`src/sv/cbts_pkg.sv`:
```
package cbts_pkg;

    typedef enum logic [1:0] {
        PH_SYNC = 2'd0,
        PH_SEG1 = 2'd1,
        PH_SEG2 = 2'd2
    } t_phase;

    typedef enum logic [1:0] {
        REG_PHASE1 = 2'd0,
        REG_PHASE2 = 2'd1,
        REG_JUMP   = 2'd2
    } t_reg_idx;

    localparam int unsigned PHASE1_W = 5;
    localparam int unsigned PHASE2_W = 4;
    localparam int unsigned JUMP_W   = 3;
    localparam int unsigned CFG_W    = 5;
    localparam int unsigned IDX_W    = 2;

    localparam logic [PHASE1_W-1:0] PHASE1_RST = 5'd8;
    localparam logic [PHASE2_W-1:0] PHASE2_RST = 4'd7;
    localparam logic [JUMP_W-1:0]   JUMP_RST   = 3'd1;

endpackage

```
`src/sv/can_bit_timing_sync_top.sv`:
```
// CAN bit timing with hard and soft resynchronization, one transaction per
// time quantum. The input channel carries edge_event, hs_write and hs_value;
// the output channel returns sample_strobe, write_strobe and phase_now.
// Both channels use valid and stall; a transaction completes when valid is
// high and stall is low.
// An accepted transaction is held in an input register, processed against
// the timing state and written into the result register, from which the
// result is offered. One transaction can be accepted in every cycle while
// the receiver does not stall. When the receiver stalls, the result
// register holds its value, the input register holds its transaction and
// the input stall is raised once both are full. The user must write the
// configuration registers through the plain write port only while no
// transaction is in flight; the block itself does not enforce this.
// Synchronous active-low reset loads the default segment lengths and jump
// width, returns the phase to SYNC, clears the sync counter, sets the segment
// counters to one, clears the pending edge and hard sync flags and empties both registers.
module can_bit_timing_sync_top (
    input  logic                      i_clk,
    input  logic                      i_rst_n,
    input  logic                      i_cfg_we,
    input  logic [cbts_pkg::IDX_W-1:0] i_cfg_idx,
    input  logic [cbts_pkg::CFG_W-1:0] i_cfg_data,
    input  logic                      i_in_valid,
    output logic                      o_in_stall,
    input  logic                      i_edge_event,
    input  logic                      i_hs_write,
    input  logic                      i_hs_value,
    output logic                      o_out_valid,
    input  logic                      i_out_stall,
    output logic                      o_sample_strobe,
    output logic                      o_write_strobe,
    output logic [1:0]                o_phase_now
);

    logic [cbts_pkg::PHASE1_W-1:0] r_p1;
    logic [cbts_pkg::PHASE2_W-1:0] r_p2;
    logic [cbts_pkg::JUMP_W-1:0]   r_jw;

    logic r_s1_valid;
    logic r_in_edge;
    logic r_in_hs_wr;
    logic r_in_hs_val;

    cbts_pkg::t_phase r_phase, n_phase;
    logic [1:0]                     r_sync, n_sync;
    logic [cbts_pkg::PHASE1_W-1:0]  r_seg1, n_seg1;
    logic [cbts_pkg::PHASE2_W-1:0]  r_seg2, n_seg2;
    logic [cbts_pkg::JUMP_W-1:0]    r_len, n_len;
    logic [cbts_pkg::PHASE2_W-1:0]  r_shr, n_shr;
    logic r_win, n_win;
    logic r_edge_pend, n_edge_pend;
    logic r_hs_pend, n_hs_pend;
    logic r_hs_hap, n_hs_hap;
    logic r_sample, n_sample;
    logic r_write, n_write;

    logic       r_out_valid;
    logic       r_out_sample;
    logic       r_out_write;
    logic [1:0] r_out_phase;

    logic w_adv;
    logic w_load;

    assign w_adv      = r_s1_valid && (!r_out_valid || !i_out_stall);
    assign o_in_stall = r_s1_valid && !w_adv;
    assign w_load     = i_in_valid && !o_in_stall;

    always_comb begin
        logic [cbts_pkg::PHASE2_W-1:0] rem;
        logic [cbts_pkg::PHASE2_W-1:0] limit;
        logic [cbts_pkg::PHASE1_W:0]   seg1_end;

        n_phase     = r_phase;
        n_sync      = r_sync;
        n_seg1      = r_seg1;
        n_seg2      = r_seg2;
        n_len       = r_len;
        n_shr       = r_shr;
        n_win       = r_win;
        n_edge_pend = r_edge_pend;
        n_hs_pend   = r_hs_pend;
        n_hs_hap    = r_hs_hap;
        n_sample    = r_sample;
        n_write     = r_write;
        rem         = '0;
        limit       = '0;
        seg1_end    = '0;

        if (r_in_edge) begin
            n_edge_pend = 1'b1;
        end
        if (r_in_hs_wr) begin
            n_hs_pend = r_in_hs_val;
        end

        if (n_edge_pend && r_phase != cbts_pkg::PH_SYNC) begin
            n_edge_pend = 1'b0;
            if (r_phase == cbts_pkg::PH_SEG1) begin
                n_len = (r_seg1 > {2'b00, r_jw}) ? r_jw : r_seg1[cbts_pkg::JUMP_W-1:0];
            end else if (r_phase == cbts_pkg::PH_SEG2) begin
                rem   = (r_seg2 < r_p2) ? r_p2 - r_seg2 : '0;
                n_shr = (rem > {1'b0, r_jw}) ? {1'b0, r_jw} : rem;
                n_win = 1'b1;
            end
        end

        case (r_phase)
            cbts_pkg::PH_SEG1: begin
                if (n_hs_pend) begin
                    n_phase   = cbts_pkg::PH_SEG1;
                    n_sync    = '0;
                    n_seg1    = 5'd1;
                    n_seg2    = 4'd1;
                    n_len     = '0;
                    n_shr     = '0;
                    n_win     = 1'b0;
                    n_sample  = 1'b0;
                    n_write   = 1'b1;
                    n_hs_pend = 1'b0;
                    n_hs_hap  = 1'b1;
                end
                seg1_end = {1'b0, r_p1} + {3'b000, n_len};
                if ({1'b0, n_seg1} < seg1_end) begin
                    if (n_hs_hap) begin
                        n_write  = 1'b1;
                        n_hs_hap = 1'b0;
                    end else begin
                        n_write = 1'b0;
                    end
                    n_sample = 1'b0;
                end else begin
                    n_phase  = cbts_pkg::PH_SEG2;
                    n_sample = 1'b1;
                    n_write  = 1'b0;
                end
                n_seg1 = n_seg1 + 5'd1;
            end
            cbts_pkg::PH_SEG2: begin
                if (n_hs_pend) begin
                    n_phase   = cbts_pkg::PH_SEG1;
                    n_sync    = '0;
                    n_seg1    = 5'd1;
                    n_seg2    = 4'd1;
                    n_len     = '0;
                    n_shr     = '0;
                    n_win     = 1'b0;
                    n_sample  = 1'b0;
                    n_write   = 1'b1;
                    n_hs_pend = 1'b0;
                    n_hs_hap  = 1'b1;
                end
                limit = n_win ? ((r_p2 > n_shr) ? r_p2 - n_shr : '0) : r_p2;
                if (n_seg2 < limit) begin
                    n_sample = 1'b0;
                    n_write  = 1'b0;
                end else begin
                    n_phase  = n_win ? cbts_pkg::PH_SEG1 : cbts_pkg::PH_SYNC;
                    n_write  = n_win;
                    n_sync   = '0;
                    n_seg1   = 5'd1;
                    n_seg2   = 4'd1;
                    n_len    = '0;
                    n_shr    = '0;
                    n_win    = 1'b0;
                    n_sample = 1'b0;
                end
                n_seg2 = n_seg2 + 4'd1;
            end
            default: begin
                n_phase = cbts_pkg::PH_SYNC;
                if (r_sync == 2'd1) begin
                    n_phase  = cbts_pkg::PH_SEG1;
                    n_write  = 1'b1;
                    n_sample = 1'b0;
                end
                n_sync = r_sync + 2'd1;
            end
        endcase
    end

    always_ff @(posedge i_clk) begin
        if (!i_rst_n) begin
            r_p1 <= cbts_pkg::PHASE1_RST;
            r_p2 <= cbts_pkg::PHASE2_RST;
            r_jw <= cbts_pkg::JUMP_RST;
        end else if (i_cfg_we) begin
            case (cbts_pkg::t_reg_idx'(i_cfg_idx))
                cbts_pkg::REG_PHASE1: r_p1 <= i_cfg_data[cbts_pkg::PHASE1_W-1:0];
                cbts_pkg::REG_PHASE2: r_p2 <= i_cfg_data[cbts_pkg::PHASE2_W-1:0];
                cbts_pkg::REG_JUMP:   r_jw <= i_cfg_data[cbts_pkg::JUMP_W-1:0];
                default: begin
                end
            endcase
        end
    end

    always_ff @(posedge i_clk) begin
        if (!i_rst_n) begin
            r_phase     <= cbts_pkg::PH_SYNC;
            r_sync      <= '0;
            r_seg1      <= 5'd1;
            r_seg2      <= 4'd1;
            r_len       <= '0;
            r_shr       <= '0;
            r_win       <= 1'b0;
            r_edge_pend <= 1'b0;
            r_hs_pend   <= 1'b0;
            r_hs_hap    <= 1'b0;
            r_sample    <= 1'b0;
            r_write     <= 1'b0;
        end else if (w_adv) begin
            r_phase     <= n_phase;
            r_sync      <= n_sync;
            r_seg1      <= n_seg1;
            r_seg2      <= n_seg2;
            r_len       <= n_len;
            r_shr       <= n_shr;
            r_win       <= n_win;
            r_edge_pend <= n_edge_pend;
            r_hs_pend   <= n_hs_pend;
            r_hs_hap    <= n_hs_hap;
            r_sample    <= n_sample;
            r_write     <= n_write;
        end
    end

    always_ff @(posedge i_clk) begin
        if (!i_rst_n) begin
            r_s1_valid <= 1'b0;
        end else if (w_load) begin
            r_s1_valid <= 1'b1;
        end else if (w_adv) begin
            r_s1_valid <= 1'b0;
        end
    end

    always_ff @(posedge i_clk) begin
        if (w_load) begin
            r_in_edge   <= i_edge_event;
            r_in_hs_wr  <= i_hs_write;
            r_in_hs_val <= i_hs_value;
        end
    end

    always_ff @(posedge i_clk) begin
        if (!i_rst_n) begin
            r_out_valid <= 1'b0;
        end else if (w_adv) begin
            r_out_valid <= 1'b1;
        end else if (!i_out_stall) begin
            r_out_valid <= 1'b0;
        end
    end

    always_ff @(posedge i_clk) begin
        if (w_adv) begin
            r_out_sample <= n_sample;
            r_out_write  <= n_write;
            r_out_phase  <= n_phase;
        end
    end

    assign o_out_valid     = r_out_valid;
    assign o_sample_strobe = r_out_sample;
    assign o_write_strobe  = r_out_write;
    assign o_phase_now     = r_out_phase;

endmodule

```
`config.mk`:
```
export PLATFORM = sky130hd
export DESIGN_NAME = can_bit_timing_sync_top
export DESIGN_NICKNAME = d
export VERILOG_FILES = /design/src/sv/cbts_pkg.sv /design/src/sv/can_bit_timing_sync_top.sv
export SDC_FILE = /design/constraint.sdc
export NUM_CORES = 1
export LEC_CHECK = 0
export ABC_AREA = 1
export BUFFER_PORTS_ARGS = -buffer_cell sky130_fd_sc_hd__buf_4
export CORE_UTILIZATION = 60
export CTS_BUF_LIST = sky130_fd_sc_hd__clkbuf_8 sky130_fd_sc_hd__clkbuf_16
export DETAILED_ROUTE_END_ITERATION = 8
export GPL_ROUTABILITY_DRIVEN = 0
export GPL_TIMING_DRIVEN = 1
export PLACE_DENSITY_LB_ADDON = 0.2
export SETUP_SLACK_MARGIN = 0.1
export SLEW_MARGIN = 10
export SYNTH_ARGS = -nofsm -noshare
export SYNTH_HDL_FRONTEND = slang
export SYNTH_SLANG_ARGS = --single-unit
```
`constraint.sdc`:
```
create_clock -name i_clk -period 9.9 [get_ports i_clk]
set_input_delay 1.485 -clock i_clk [delete_from_list [all_inputs] [get_ports i_clk]]
set_output_delay 1.485 -clock i_clk [all_outputs]
set_load 0.005 [all_outputs]
```
======== Word level (Yosys, flattened, before mapping) ========
Index checks and enable logic that the tools add are counted.
operators by class
  $add $sub $neg .......................... 6
  order comparisons ....................... 6
  equality and inequality tests ........... 6
  multiplexer cells ....................... 63
  reduce and logical (&&, ||, !) cells .... 18
operators with widths
  kind                 count
  $mux 4               14
  $mux 1               25
  $mux 3               6
  $pmux 4 s2           2
  $mux 5               3
  $mux 2               5
  $pmux 5 s2           1
  $lt 4x4->1           2
  $pmux 1 s2           4
  $pmux 2 s2           2
  $reduce_and 2->1     4
  $sub 4x4->4          2
  $add 5x3->6          1
  $eq 2x1->1 const B   3
  $lt 5x6->1           1
  $pmux 3 s2           1
  $reduce_bool 2->1    3
  $add 5x1->5 const B  1
  $gt 5x3->1           1
  $add 4x1->4 const B  1
  $eq 2x2->1 const B   2
  $gt 4x3->1           1
  $gt 4x4->1           1
  $logic_and 1x1->1    4
  other kinds (6)      9
word-level totals
  register bits after elaboration ......... 47
  input port bits ......................... 15
  output and inout port bits .............. 6
  word-level logic and storage cells ...... 122

======== Depth between registers and ports, before layout ========
  word-level depth ........................ 17
  depth in mapped cells ................... 41
  mapped depth without buffers ............ 41

======== Worst setup path before layout ========
No wires, ideal clock.
  path type ............................... register -> register
  from .................................... register r_p2[0] (netlist name)
  to ...................................... register r_seg2[1] (netlist name)
  setup time .............................. 0.140 ns
  data arrival time ....................... 4.628 ns
  data required time ...................... 9.760 ns
  slack ................................... 5.132 ns
  stages on the path, launching flop included .. 34
  path buffers ............................ 0
  clock period less this slack ............ 4.768 ns
  path through ............................ dfxtp_1 -> inv_1 -> ha_1 -> inv_1 -> fa_1 -> nand2_1 -> inv_1 -> o21ai_0 -> a21boi_0 -> inv_1 -> nor2_1 -> ha_1 -> a21oi_1 -> nor2_1 -> o21ai_0 -> nand2_1 -> o21ai_0 -> o21ai_0 -> nor2_1 -> ha_1 -> inv_1 -> fa_1 -> nand2_1 -> nand2_1 -> nand3_1 -> nor2_1 -> a22oi_1 -> ha_1 -> a21oi_1 -> nand2_1 -> nor3_1 -> ha_1 -> a21oi_1 -> a221oi_1
between the ends
  cells in the longest elaborated chain, start to end .. 17
  elaborated cells between the ends (all ways) .. 19
  those cells by class .................... 3 x add/sub; 4 x order compare; 12 x mux
ends and longest elaborated chain
  what                                       RTL line                        text
  start, declared                            can_bit_timing_sync_top.sv:36   logic [cbts_pkg::PHASE2_W-1:0] r_p2;
  start signal, assigned                     can_bit_timing_sync_top.sv:185  r_p2 <= cbts_pkg::PHASE2_RST;
  start signal, assigned                     can_bit_timing_sync_top.sv:190  cbts_pkg::REG_PHASE2: r_p2 <= i_cfg_data[cbts_pkg::PHASE2_W-1:0];
  $sub 4x4->4 or $lt 4x4->1 (tied branches)  can_bit_timing_sync_top.sv:102  rem = (r_seg2 < r_p2) ? r_p2 - r_seg2 : '0;
  $mux 4                                     can_bit_timing_sync_top.sv:102
  $gt 4x3->1                                 can_bit_timing_sync_top.sv:103  n_shr = (rem > {1'b0, r_jw}) ? {1'b0, r_jw} : rem;
  $mux 4                                     can_bit_timing_sync_top.sv:103
  $mux 4                                     can_bit_timing_sync_top.sv:101  end else if (r_phase == cbts_pkg::PH_SEG2) begin
  $mux 4                                     can_bit_timing_sync_top.sv:99   if (r_phase == cbts_pkg::PH_SEG1) begin
  $mux 4                                     can_bit_timing_sync_top.sv:97   if (n_edge_pend && r_phase != cbts_pkg::PH_SYNC) begin
  $mux 4                                     can_bit_timing_sync_top.sv:140  if (n_hs_pend) begin
  $mux 4                                     can_bit_timing_sync_top.sv:108  case (r_phase)
  $sub 4x4->4 or $gt 4x4->1 (tied branches)  can_bit_timing_sync_top.sv:153  limit = n_win ? ((r_p2 > n_shr) ? r_p2 - n_shr : '0) : r_p2;
  $mux 4                                     can_bit_timing_sync_top.sv:153
  $mux 4 (*)                                 can_bit_timing_sync_top.sv:153
  $lt 4x4->1 (*)                             can_bit_timing_sync_top.sv:154  if (n_seg2 < limit) begin
  $mux 4 (*)                                 can_bit_timing_sync_top.sv:154
  $mux 4 (*)                                 can_bit_timing_sync_top.sv:108
  $add 4x1->4 (*)                            can_bit_timing_sync_top.sv:168  n_seg2 = n_seg2 + 4'd1;
  $pmux 4 s2 (*)                             can_bit_timing_sync_top.sv:108
  end signal, assigned                       can_bit_timing_sync_top.sv:216  r_seg2 <= n_seg2;
  end, declared                              can_bit_timing_sync_top.sv:47   logic [cbts_pkg::PHASE2_W-1:0] r_seg2, n_seg2;
Mark *: on every way between the ends. The rest lies on a longest branch, timed or not. The select of a mux whose other input is x is not followed.
A chain may end at the register's enable or synchronous reset.

======== Worst setup path in the final report ========
  from .................................... register r_p2[0] (netlist name)
  to ...................................... register r_seg2[2] (netlist name)
The elaborated chain is that of the path after synthesis.

==> flow_summary.ini <==
[outcome]
outcome = complete, no violations

[die]
die_y_um = 73.9
rows = 25
start_util = 0.639
die_x_um = 73.9
die_area_sq_um = 5460
num_io_pins = 21
core_area_sq_um = 4850

[drt]
ant_nets = 0
firstDrtPassIters = 4
wirelength_mm = 6.86
route.detailed.drc = 0
viasPerCell = 5.43
post_drt_wl_per_cell_um = 13.2
num_vias = 2817
first_iter_violations = 180

[critical_path]
crit_family = adder cells
crit_required_ns = 10.12
worst-setup-path-type = register to register
crit_path_start_kind = register
crit_fanout = 4
worst-path-buf-inv = 6
cp_slowest_cell = fa_1
cp.arrival_ns = 5.55
cp-end-kind = register
max_stage_delay_ns = 0.39
crit_top_cell = nand2_1

[power]
powerDensity_nw_per_um2 = 124
leakage_uw = 0.00157
ir_worst_vdd_mv = 0.120

[placement]
place_area_sq_um = 3310
portBuffers = 20
dp_hpwl_mm = 5.27

[sta]
timing.fmax_ghz = 0.188
tightest_slew_ns = 0.626
period_minus_slack_ns = 5.33
hold_viol = 0
slew_viol_final = 0
rsz0062_at_grt = no
post-route-period-util = 0.539
fin_tns_setup_ns = 0
setup_viol = 0
relSlewSlack = 0.580
fin_skew_ns = 0.0160
fin_hold_ws_ns = 0.463

[synth]
syn_area_sq_um = 3100
synth_seq_cells = 47
syn_nets = 479
netlist_instances = 431
yosysWarnings = 0
ys_types = 40
syn_area_per_cell_sq_um = 7.19
yosysSeqAreaShare = 0.326

[grt]
grt_pass1_wl_mm = 11.3
grt_pass1_vias = 2595
grt_max_degree = 24
antenna_found_initial = 0
grt_remaining_overflow = 0
grt_usage = 0.273

[cells_and_area]
final_area_sq_um = 3390
antennaDiodeCount = 0
syn_to_final_growth_pct = 9.49
fin_util = 0.700
post_route_cells_drive_above_1_share = 0.104
nets = 499

[cts]
htree_levels = 2
cts-resized-gates = 0
clk_pin_slew_ns = 0.10
post_cts_buffers = 0
cts_tree = built
postCtsHoldBufs = 0
worstSkewPairLatency_ns = 0.31
cts_root_buf = clkbuf_8
cts_buffers = 5
clock_sinks = 47
cts.path.max_buffers = 2

[run]
cap_violations = 0

[min_path]
hold_path.class = register to register
-- synthesized netlist by cell type, drive strengths merged --
cell | instances | share of area
nand3 | 25 | 0.044
nor4 | 1 | 0.0020
nor2 | 53 | 0.066
inv | 77 | 0.093
a221oi | 1 | 0.0028
a211oi | 1 | 0.0024
nand3b | 1 | 0.0024
o221ai | 1 | 0.0028
nand4 | 6 | 0.012
dfxtp | 40 | 0.26
a21oi | 36 | 0.058
a21o | 1 | 0.0024
or2 | 4 | 0.0081
buf | 4 | 0.0073
nand2 | 67 | 0.088
o31ai | 1 | 0.0024
a21boi | 1 | 0.0024
clkinv | 1 | 0.0012
xor2 | 4 | 0.011
and2 | 1 | 0.0028
nor3 | 5 | 0.0081
ha | 30 | 0.12
o21ai | 34 | 0.059
a32oi | 1 | 0.0028
o211ai | 9 | 0.022
clkbuf | 5 | 0.0061
edfxtp | 7 | 0.068
a31oi | 1 | 0.0020
xnor2 | 2 | 0.0057
fa | 3 | 0.019
a22oi | 3 | 0.0073
o22ai | 5 | 0.010
-- final cells by class --
| cell class | instances | area [sq um] |
|---|---|---|
| multi-input cells | 297 | 1750 |
| inverters | 78 | 293 |
| repair buffers | 22 | 165 |
| clock buffers | 5 | 68.8 |
| clock inverters | 3 | 17.5 |
| flip-flops and latches | 47 | 1010 |
| fillers | 416 | 1460 |
| well taps | 67 | 83.8 |
-- cell families after synthesis --
logic type | after synthesis | synth area share
AOI/OAI and AO/OA | 95 | 0.176
DFF | 47 | 0.326
and+or+nand+nor | 163 | 0.233
buffers and inverters | 87 | 0.108
xor gates and xnor gates | 6 | 0.0170
adders and majority gates | 33 | 0.140
-- placed cells by master (no fill, tap or decap), types with 2 or more instances in the layout --
| cell type | netlist | routed |
|---|---|---|
| xnor2_1 | 2 | 2 |
| o21ai_0 | 31 | 31 |
| nand3_2 | 2 | 2 |
| o22ai_1 | 5 | 5 |
| nor2_2 | 2 | 2 |
| o21ai_1 | 2 | 2 |
| nand3_1 | 23 | 23 |
| a22oi_1 | 3 | 3 |
| inv_1 | 75 | 76 |
| clkbuf_8 | 0 | 5 |
| fa_1 | 3 | 3 |
| a21oi_1 | 36 | 36 |
| inv_2 | 2 | 2 |
| nand2_1 | 61 | 61 |
| nand2_2 | 5 | 5 |
| o211ai_1 | 9 | 9 |
| edfxtp_1 | 7 | 7 |
| nor2_1 | 51 | 51 |
| ha_1 | 30 | 30 |
| xor2_1 | 4 | 4 |
| dfxtp_1 | 40 | 40 |
| nor3_1 | 5 | 5 |
| buf_4 | 1 | 22 |
| nand4_1 | 6 | 6 |
| or2_2 | 4 | 4 |
-- worst paths after layout --
check / slack (ns) / depth (start not counted) / end / startpoint
max: 4.57 / 36 / r_seg2[2] / r_p2[0]
max reg2reg: 4.57 / 36 / r_seg2[2] / r_p2[0]
min: 0.46 / 2 / r_shr[3] / r_shr[3]
min reg2reg: 0.46 / 2 / r_shr[3] / r_shr[3]
-- report_power, final --
group	total, uW	leakage, uW	switching [uW]	internal (uW)
sequential	209	0.000394	5.63	203
clock	116	0.0000493	67.1	48.9
combinational	96.8	0.00113	61.4	35.4
-- routing by layer --
layer | global-route usage | share of wire | up-vias
li1 | - | - | 1463
met1 | 0.342 | 0.46 | 1283
met2 | 0.464 | 0.47 | 55
met3 | 0.0494 | 0.041 | 16
met4 | 0.103 | 0.023 | 0
met5 | 0 | 0 | -
-- worst reg2reg max path, delay by kind of cell (launching register included) --
kind                       cells  cell delay (ns)
AOI/OAI and AO/OA              8             1.39
and+or+nand+nor               15             1.33
adders and majority gates      7             1.84
buffers and inverters          6             0.40
DFF                            1             0.31
-- per-stage QoR --
step	power, uW	std cells	setup slack, ns
global placement	305	511	4.90
floorplan	282	431	5.13
CTS	424	519	4.60
finish	422	519	4.57
global route	445	519	3.95
detailed placement	309	511	4.60
-- flip-flops by register name, indices dropped and copies added, names as in the netlist --
name / count
r_hs_pend: 1
r_phase: 2
r_write: 1
r_in_hs_wr: 1
r_sample: 1
r_p2: 4
r_sync: 2
o_phase_now: 2
r_edge_pend: 1
o_out_valid: 1
r_in_edge: 1
r_len: 3
r_shr: 4
r_p1: 5
o_sample_strobe: 1
r_in_hs_val: 1
r_hs_hap: 1
o_write_strobe: 1
r_seg1: 5
r_seg2: 4
r_s1_valid: 1
r_win: 1
r_jw: 3
Note: power is estimated with default switching activity, not from simulation.
